--- src/rtl/ihx_hex_digit.sv ---
// ASCII hex digit decoder.
module ihx_hex_digit (
    input  logic [7:0] ch,
    output logic       digit_ok,
    output logic [3:0] digit_val
);
    logic [7:0] diff;

    always_comb begin
        diff      = 8'h00;
        digit_ok  = 1'b0;
        digit_val = 4'h0;
        priority if (ch >= 8'h30 && ch <= 8'h39) begin
            diff      = ch - 8'h30;
            digit_ok  = 1'b1;
            digit_val = diff[3:0];
        end else if (ch >= 8'h61 && ch <= 8'h66) begin
            diff      = ch - 8'h57;
            digit_ok  = 1'b1;
            digit_val = diff[3:0];
        end else if (ch >= 8'h41 && ch <= 8'h46) begin
            diff      = ch - 8'h37;
            digit_ok  = 1'b1;
            digit_val = diff[3:0];
        end else begin
            digit_ok  = 1'b0;
        end
    end
endmodule

--- config.mk ---
export PLATFORM = sky130hd
export DESIGN_NAME = ihx_hex_digit
export DESIGN_NICKNAME = d
export VERILOG_FILES = /design/src/rtl/ihx_hex_digit.sv
export SDC_FILE = /design/constraint.sdc
export NUM_CORES = 1
export LEC_CHECK = 0
export BUFFER_PORTS_ARGS = -buffer_cell sky130_fd_sc_hd__buf_2
export CORE_AREA = 3 3 40 42
export DETAILED_ROUTE_END_ITERATION = 6
export DIE_AREA = 0 0 43 45
export SYNTH_ARGS = -nofsm -noshare
export SYNTH_HDL_FRONTEND = slang
export SYNTH_SLANG_ARGS = --single-unit
--- constraint.sdc ---
create_clock -name vclk -period 2.09
set_clock_uncertainty 0.2 [all_clocks]
set_input_delay 0.418 -clock vclk [all_inputs]
set_output_delay 0.418 -clock vclk [all_outputs]
set_load 0.05 [all_outputs]
==> reports/results.txt <==
Final Non-Filler Cells: 61
Setup Crit Path Kind: in -> out
Buffers on Ports: 13
Die ar.: 1940 µm²
commonest cells after routing, fill and taps aside: buf_6 (10), buf_4 (8), buf_2 (3)
vias per cell: 4.46
first-pass GRT wire length: 979 µm
Max Clock Freq: 479 MHz
status: finished clean
GRT Overall Usage: 0.0630
grt ovf: 0
VDD IR max: 0.0804 mV
Hold-fix buffers, CTS: 0
commonest non-fill, non-tap cell in the layout: buf_6
number of hold violations in the final report: 0
critical path arrival: 1.47 ns
Slew headroom: 0.858
pre-CTS setup slack: -0.220 ns
Distinct cells, synth: 18
row count: 13
via count: 272
Mapped Area: 211 µm²
vias in the first global route: 253
Cells after Synth: 25
Worst Slack Setup Final: 0.00265 ns
filler instances: 139
layout net count: 59
crit-path cells: buf_6 -> nand4bb_4 -> or3b_1 -> a32oi_2 -> buf_6
Die W: 43 µm
CP Data Required Time: 1.47 ns
MaxCap Viol Count: 0
Yosys top cell area share: 0.178
Core Box Area: 1280 µm²
Hold Slack: 1.08 ns
FF/Latch Area: 0 µm²
layout cells sized above 1: 0.761
fin util: 0.395
crit path time final: 2.09 ns
RSZ-0062 raised after global routing: true
Min-Delay Startpoint: ch[3]
CLK BUF: 0
antenna violations before repair: 0
type of the most critical hold path: in -> out
P_leak: 0.210 nW
Seq/Total Area, Yosys: 0
post-synth top area cell: ha_1
routed wire length: 698 µm
critical path capture point type: output port
Critical Path Slowest Stage Cell: or3b_1
Routed Antenna Nets: 0
Most common cell on crit path: buf_6
Multi-input gate area: 285 µm²
final worst-path cycle share: 0.999
Avg WL per Cell: 11.4 µm
die extent in y: 45 µm
Mean Syn Cell Area: 8.46 µm²
worst-path maximum fanout: 2
DRC: 0
Largest stage delay, worst path: 0.37 ns
Starting Density: 0.165
placed cells: 59
Initial DRC Count: 0
global placer's final weighted congestion: 0.676
Area Overhead vs Synth: 140%
DRT Pass-1 Iters: 1
Ys Warns: 0
PwrDens: 176 nW/µm²
main area contributors after synthesis: ha_1 (18%), nand4bb_4 (13%), a32oi_2 (7.7%)
Syn Nets: 36
Slew @ Worst Pin: 0.211 ns
FFs & Latches: 0
antenna cells: 0
hold depth: 5
pin count of the biggest net entering global routing: 7
Hold Crit Endpoint: digit_val[0]
# IOs: 13
Final HPWL DP: 500 µm
max-slew violations: 0
final-report setup violation count: 0
Setup crit start kind: primary input
[worst max-delay path by stage]
stage | cells past startpoint | end | slack (ns) | start
2_1_floorplan | 3 | digit_val[2] | -0.11 | ch[7]
6_report | 5 | digit_val[2] | 0.003 | ch[6]
5_1_grt | 5 | digit_val[2] | -0.04 | ch[6]
3_5_place_dp | 7 | digit_val[1] | -0.22 | ch[1]
4_1_cts | 5 | digit_val[2] | -0.03 | ch[6]
3_3_place_gp | 7 | digit_val[1] | -0.17 | ch[0]
[critical path: cells and delay by family]
family | cells | cell delay (ns)
AND/OR/NAND/NOR | 2 | 0.58
buffers and inverters | 2 | 0.27
AO/OA/AOI/OAI | 1 | 0.19
[Yosys cell counts]
| master | number |
|---|---|
| o211ai_1 | 1 |
| nand3_1 | 1 |
| a21o_2 | 1 |
| nand2b_1 | 2 |
| nand4bb_4 | 1 |
| nor2b_1 | 1 |
| nor3b_1 | 1 |
| a21oi_1 | 2 |
| nand2_1 | 1 |
| o21bai_1 | 1 |
| mux2i_1 | 1 |
| a32oi_2 | 1 |
| inv_1 | 3 |
| or3b_1 | 1 |
| o22ai_1 | 1 |
| o21ai_0 | 2 |
| nor4b_2 | 1 |
| ha_1 | 3 |
[repair_timing]
action | 4_1_cts | 5_1_grt
pin swaps | 6 | 7
setup endpoints to repair | 5 | 5
resized for setup | 14 | 19
setup buffers | 2 | 0
[layer usage]
| layer | vias up | GRT usage | wire [µm] |
|---|---|---|---|
| li1 | 138 | - | - |
| met1 | 126 | 0.0762 | 227 |
| met2 | 8 | 0.132 | 425 |
| met3 | 0 | 0 | 45 |
| met4 | 0 | 0 | 0 |
| met5 | - | 0 | 0 |
[through the flow]
stage,instance area (µm²),power [W],setup TNS [ns]
floorplan,225,0.0000336,-0.274
global route,508,0.0000959,-0.0623
global placement,354,0.0000592,-0.688
finish,508,0.0000894,0
CTS,408,0.0000682,-0.0387
detailed placement,354,0.0000603,-0.843
[layout make-up]
cell class / count / area share
timing repair buffer: 21 / 0.369
multi-input combinational: 22 / 0.562
tap: 15 / 0.0369
inverter: 3 / 0.0320
[cell families after synthesis]
group / after synthesis / share of synthesized area
AOI/OAI and AO/OA: 9 / 0.314
and+or+nand+nor: 9 / 0.408
adders and majority gates: 3 / 0.178
buffers and inverters: 3 / 0.0533
muxes: 1 / 0.0473
[report_power, final]
part / internal, W / switching (W)
Clock: 0 / 0
Sequential: 0 / 0
Combinational: 0.0000462 / 0.0000432
(Power assumes the default switching activity.)
