$ cat src/rtl/ihx_alu.sv
// Shared 32-bit adder with a compare against the image size.
module ihx_alu #(
    parameter int LIMIT = 32768
) (
    input  logic [31:0] op_a,
    input  logic [31:0] op_b,
    output logic [31:0] sum,
    output logic        ge_limit
);
    assign sum      = op_a + op_b;
    // The sum wraps at 32 bits before it is compared.
    assign ge_limit = (sum >= 32'(LIMIT));
endmodule

$ cat config.mk
export PLATFORM = sky130hd
export DESIGN_NAME = ihx_alu
export DESIGN_NICKNAME = d
export VERILOG_FILES = /design/src/rtl/ihx_alu.sv
export SDC_FILE = /design/constraint.sdc
export NUM_CORES = 1
export LEC_CHECK = 0
export BUFFER_PORTS_ARGS = -buffer_cell sky130_fd_sc_hd__buf_2
export CORE_ASPECT_RATIO = 1.2
export CORE_MARGIN = 3
export CORE_UTILIZATION = 43
export DETAILED_ROUTE_END_ITERATION = 8
export PLACE_DENSITY = 0.82
export SLEW_MARGIN = 40
export SYNTH_ARGS = -nofsm -noshare
export SYNTH_HDL_FRONTEND = slang
export SYNTH_SLANG_ARGS = --single-unit
$ cat constraint.sdc
create_clock -name vclk -period 2.8
set_input_delay 0.14 -clock vclk [all_inputs]
set_output_delay 0.14 -clock vclk [all_outputs]
set_load 0.02 [all_outputs]
==> flow_summary.yaml, run 1 <==
outcome:
  outcome: "finished, violations left"
  violations: "DRC, setup timing"
synth:
  syn_nets: 341
  syn_area_per_cell_um2: 6.91
  synth_top_area_cell: "ha_1"
  synthCells: 245
  synth.area.top_cells: "ha_1, xnor2_1, a21oi_1, o21ai_0, nor2_1"
  mappedNetlistArea_mm2: 0.00169
  synth_top_cell_area_share_pct: 22.9
  synth_cell_type_count: 40
  yosysSeqAreaShare_pct: 0
  ys_warn_count: 0
layout:
  filler_cell_count: 207
  n_antenna_cell: 0
  syn_to_final_growth_pct: 86.3
  drive_gt1_share_pct: 54.0
  num-clock-buffers: 0
  seq_cell_count: 0
  seqCellArea_um2: 0
  nets: 518
floorplan:
  dieArea_mm2: 0.00473
  core_area_mm2: 0.00372
  start_util_pct: 45.5
  die_w_um: 63.3
  ios: 97
  die_y_um: 74.7
  num_rows: 24
detailed_routing:
  drt_iter0_drc: 345
  vias: 2984
  first_pass_iters: 9
  drt-total-wl_mm: 9.81
  vias_per_cell: 6.32
  ant_nets: 0
  drc: 4
  wire_per_inst_um: 20.8
place:
  portBuffers: 97
  dpl.hpwl_mm: 5.61
  globalplace.congestion: 0.914
  pre_cts_ws_ps: -715
sta:
  fin_setup_tns_ps: -1660
  finalCritPeriodShare_pct: 128
  fin_crit_ps: 3580
  finalHoldViolations: 0
  layout_setup_ws_ps: -783
  setup_viol: 7
  rsz0062_at_grt: "yes"
  worstMarginPinSlew_ps: 491
  maxSlewViolCount: 0
  relSlewSlack_pct: 67.2
  fmax_mhz: 279
worst_setup_path:
  critPathRequiredTime_ps: 2660
  crit_path_end_kind: "output port"
  critical_path_arrival_ps: 3440
  cp.buffers_inverters: 5
  path_cells: "buf_2 -> inv_1 -> fa_2 -> nor2b_4 -> o2111ai_2 -> a21oi_2 -> o21a_2 -> a211oi_4 -> buf_4 -> xnor2_2 -> nor4b_2 -> buf_4 -> o2111ai_1 -> or4_4 -> buf_6"
  crit_fanout: 3
  crit_type: "primary input to output port"
  path_delay_family: "compound AO/OA/AOI/OAI gates"
  critPathMaxStageDelay_ps: 450
  cp-startpoint: "op_a[1]"
  start_kind: "primary input"
  crit_top_cell: "buf_4"
  cpMaxStageDelayCell: "or4_4"
pwr:
  finalPower_mw: 1.06
  clock_power_share_pct: 0
  power_frac_comb_pct: 100.0
  p_int_mw: 0.474
  p_sw_mw: 0.588
  power.leakage_nw: 1.60
  swShare_pct: 55.4
  vdd.ir_drop.worst_v: 0.000227
  p_seq_share_pct: 0
  powerDensity_mw_per_mm2: 337
job:
  maxCapViolCount: 0
global_routing:
  grt_use_total_pct: 29.3
  grt_pass1_vias: 2737
  grt_max_degree: 10
  grt_pass1_wl_mm: 11.5
  antenna_found_initial: 1
  gr-total-overflow: 0
worst_hold_path:
  min-delay-start: "op_a[0]"
  hold_path_end: "sum[0]"
  worst_hold_path_type: "primary input to output port"
  hold_depth: 3
==> Yosys cell counts (2+ instances only) <==
cell       count
o2111ai_1      2
o31ai_1        2
a211oi_1       5
nand2_1       21
a211o_1        2
nor2_1        24
inv_1         13
clkbuf_1       5
xnor2_1       19
nand4_1        5
or4_1          2
nor2b_1        2
ha_1          31
o21a_1         7
nand3_1        6
and2_1         2
a31oi_1        4
a21o_1         6
o211ai_2       2
xor2_1         9
o21ai_0       22
a21oi_1       30
nand2b_1       4
and3_1         4
==> metrics by stage <==
| step | area (um^2) | utilization (%) | hold WS (ps) | instances |
|---|---|---|---|---|
| 6_report | 3150 | 84.7 | 689 | 472 |
| 5_1_grt | 3150 | 84.7 | 689 | 472 |
| 4_1_cts | 2900 | 77.8 | 621 | 464 |
| 3_5_place_dp | 2780 | 74.6 | 621 | 459 |
| 3_3_place_gp | 2780 | 74.6 | 606 | 459 |
| 2_1_floorplan | 1720 | - | 480 | 245 |
==> tightest hold or removal path, cell delays in order <==
cell and delay (ps):
buf_6 80, ha_4 150, buf_2 180
==> cells in the final DEF (no fill, tap or decap), types with 5 or more instances in the layout <==
cell      n
a21o_1    6
a21oi_1  23
a21oi_2   8
buf_2    91
buf_4    81
buf_6     9
ha_1     23
ha_4      7
inv_1    12
nand2_1  21
nand3_1   6
nand4_1   5
nor2_1   22
o21a_1    6
o21ai_0  16
xnor2_1  17
xor2_1    9
==> worst max-delay path by stage <==
stage,endpoint,depth (start not counted)
after detailed placement,ge_limit,16
final,ge_limit,15
after CTS,ge_limit,13
after floorplan,ge_limit,11
after global routing,ge_limit,12
after global placement,ge_limit,16
==> repair_timing <==
item                       CTS  global route
pin swaps                   14            32
setup endpoints to repair    4             4
resized for setup           19            40
hold buffers                 0             0
buffers inserted             5             9
==> power groups by stage <==
stage | clock [mW] | combinational (mW) | sequential, mW
after floorplan | 0 | 0.483 | 0
after global placement | 0 | 0.846 | 0
final | 0 | 1.06 | 0
after detailed placement | 0 | 0.868 | 0
after global routing | 0 | 1.11 | 0
after CTS | 0 | 0.903 | 0
==> layer usage <==
layer	GRT usage (%)	wire length (um)	vias to the layer above
li1	-	-	1254
met1	26.9	2960	1289
met2	62.5	4550	306
met3	3.58	1170	133
met4	15.6	1110	2
met5	0	14	-
==> area by class of cell <==
class	count	area [um^2]	area share (%)
timing repair buffer	181	1160	36.9
inverter	13	48.8	1.55
tap	52	65.1	2.06
multi-input combinational	226	1870	59.4
==> cell families after synthesis <==
logic type | share of synthesized area (%)
xor gates and xnor gates | 14.5
AOI/OAI and AO/OA | 35.8
and+or+nand+nor | 21.3
adders and majority gates | 24.1
buffers and inverters | 4.29
Note: power is estimated with default switching activity, not from simulation.
==> run 2: changes to the inputs <==
- RECOVER_POWER: default -> 100
==> run 2 against run 1 <==
Against the previous run:
- the run ends with setup timing left
- combinational power hardly changed
- power decreased by 0.48%
- cell count stayed put
- flip-flop and latch count stayed put
- count of clock-buffer cells in the layout is the same
- non-clock buffer count unchanged
- worst hold slack improved by 52 ps
- first-iteration DRC count down 10%
- design area decreased by 0.28%
- largest cell class unchanged
- highest routed layer unchanged
==> flow_summary.yaml, run 2 (synthesized netlist as in run 1, its figures left out) <==
outcome:
  outcome: "finished, violations left"
  violations: "setup timing"
floorplan:
  die_y_um: 74.7
  num_rows: 24
  die_w_um: 63.3
  core_area_mm2: 0.00372
  start_util_pct: 45.5
  ios: 97
  dieArea_mm2: 0.00473
sta:
  finalHoldViolations: 0
  setup_viol: 5
  relSlewSlack_pct: 67.4
  fmax_mhz: 284
  holdWs_ps: 741
  fin_setup_tns_ps: -1450
  worstMarginPinSlew_ps: 488
  layout_setup_ws_ps: -727
  maxSlewViolCount: 0
  finalCritPeriodShare_pct: 126
  fin_crit_ps: 3530
  rsz0062_at_grt: "yes"
pwr:
  vdd.ir_drop.worst_v: 0.000228
  powerDensity_mw_per_mm2: 336
  finalPower_mw: 1.06
  power.leakage_nw: 1.58
global_routing:
  gr-total-overflow: 0
  grt_pass1_wl_mm: 11.5
  grt_use_total_pct: 29.3
  grt_max_degree: 10
  antenna_found_initial: 1
  grt_pass1_vias: 2737
place:
  globalplace.congestion: 0.914
  portBuffers: 97
  dpl.hpwl_mm: 5.61
  pre_cts_ws_ps: -715
  detailed_place.area_mm2: 0.00278
worst_setup_path:
  crit_type: "primary input to output port"
  crit_top_cell: "buf_4"
  crit_path_end_kind: "output port"
  critPathRequiredTime_ps: 2660
  critPathMaxStageDelay_ps: 450
  path_delay_family: "compound AO/OA/AOI/OAI gates"
  path_cells: "buf_2 -> inv_1 -> fa_2 -> nor2b_4 -> o2111ai_2 -> a21oi_2 -> o21a_2 -> a211oi_4 -> buf_4 -> xnor2_2 -> nor4b_2 -> buf_4 -> o2111ai_1 -> or4_4 -> buf_6"
  critical_path_arrival_ps: 3390
  cpMaxStageDelayCell: "or4_4"
  crit_fanout: 3
  cp.buffers_inverters: 5
  start_kind: "primary input"
layout:
  nets: 518
  drive_gt1_share_pct: 52.4
  n_antenna_cell: 0
  final_area_mm2: 0.00314
  seq_cell_count: 0
  syn_to_final_growth_pct: 85.7
  seqCellArea_um2: 0
  final_common_cell: "buf_2"
  num-clock-buffers: 0
  final_cell_mix: "buf_2, buf_4, a21oi_1, ha_1, nor2_1"
detailed_routing:
  vias_per_cell: 6.26
  wire_per_inst_um: 20.8
  drt-total-wl_mm: 9.80
  ant_nets: 0
  vias: 2957
  first_pass_iters: 8
  drt_iter0_drc: 309
  drc: 0
cts:
  hold_buffers: 0
job:
  maxCapViolCount: 0
worst_hold_path:
  worst_hold_path_type: "primary input to output port"
## run 2: cell types whose count changed in the layout (fill, tap and decap cells not counted), sizes merged
cell | previous run | this run
buf | 181 | 174
clkbuf | 0 | 7
## run 2: routing by layer
layer	vias to the layer above	wire [um]	GRT usage, %
met4	2	1020	15.6
li1	1253	-	-
met3	116	1070	3.58
met1	1302	3050	26.9
met5	-	15	0
met2	284	4640	62.5
## run 2: area by class of cell
cell class                      instances  area (um^2)
Multi-Input combinational cell        226         1870
Timing Repair Buffer                  181         1160
Fill cell                             213          579
Tap cell                               52         65.1
Inverter                               13         48.8
## run 2: path summary, 6_finish.rpt
check | to | cells after the start | from | slack (ps)
setup / recovery | ge_limit | 15 | op_a[1] | -730
hold / removal | sum[0] | 3 | op_a[0] | 740
## run 2: stage by stage
stage / cells / utilization (%)
after floorplan: 245 / -
after global placement: 459 / 74.6
after detailed placement: 459 / 74.6
after CTS: 464 / 77.8
after global routing: 472 / 84.4
final: 472 / 84.4
## run 2: report_power, final
part	switching [mW]	leakage [nW]	internal, mW	total [mW]
Combinational	0.589	1.58	0.468	1.06
Sequential	0	0	0	0
Clock	0	0	0	0
## run 2: worst min-delay path, cell delays in order
cell and delay (ps):
buf_6 80, ha_4 200, clkbuf_1 180
## run 2: what timing repair did
action | CTS | global route
setup endpoints to repair | 4 | 4
setup buffers | 5 | 9
cloned | 0 | 0
resized for setup | 19 | 40
pin swaps | 14 | 32
hold endpoints to repair | 0 | 0
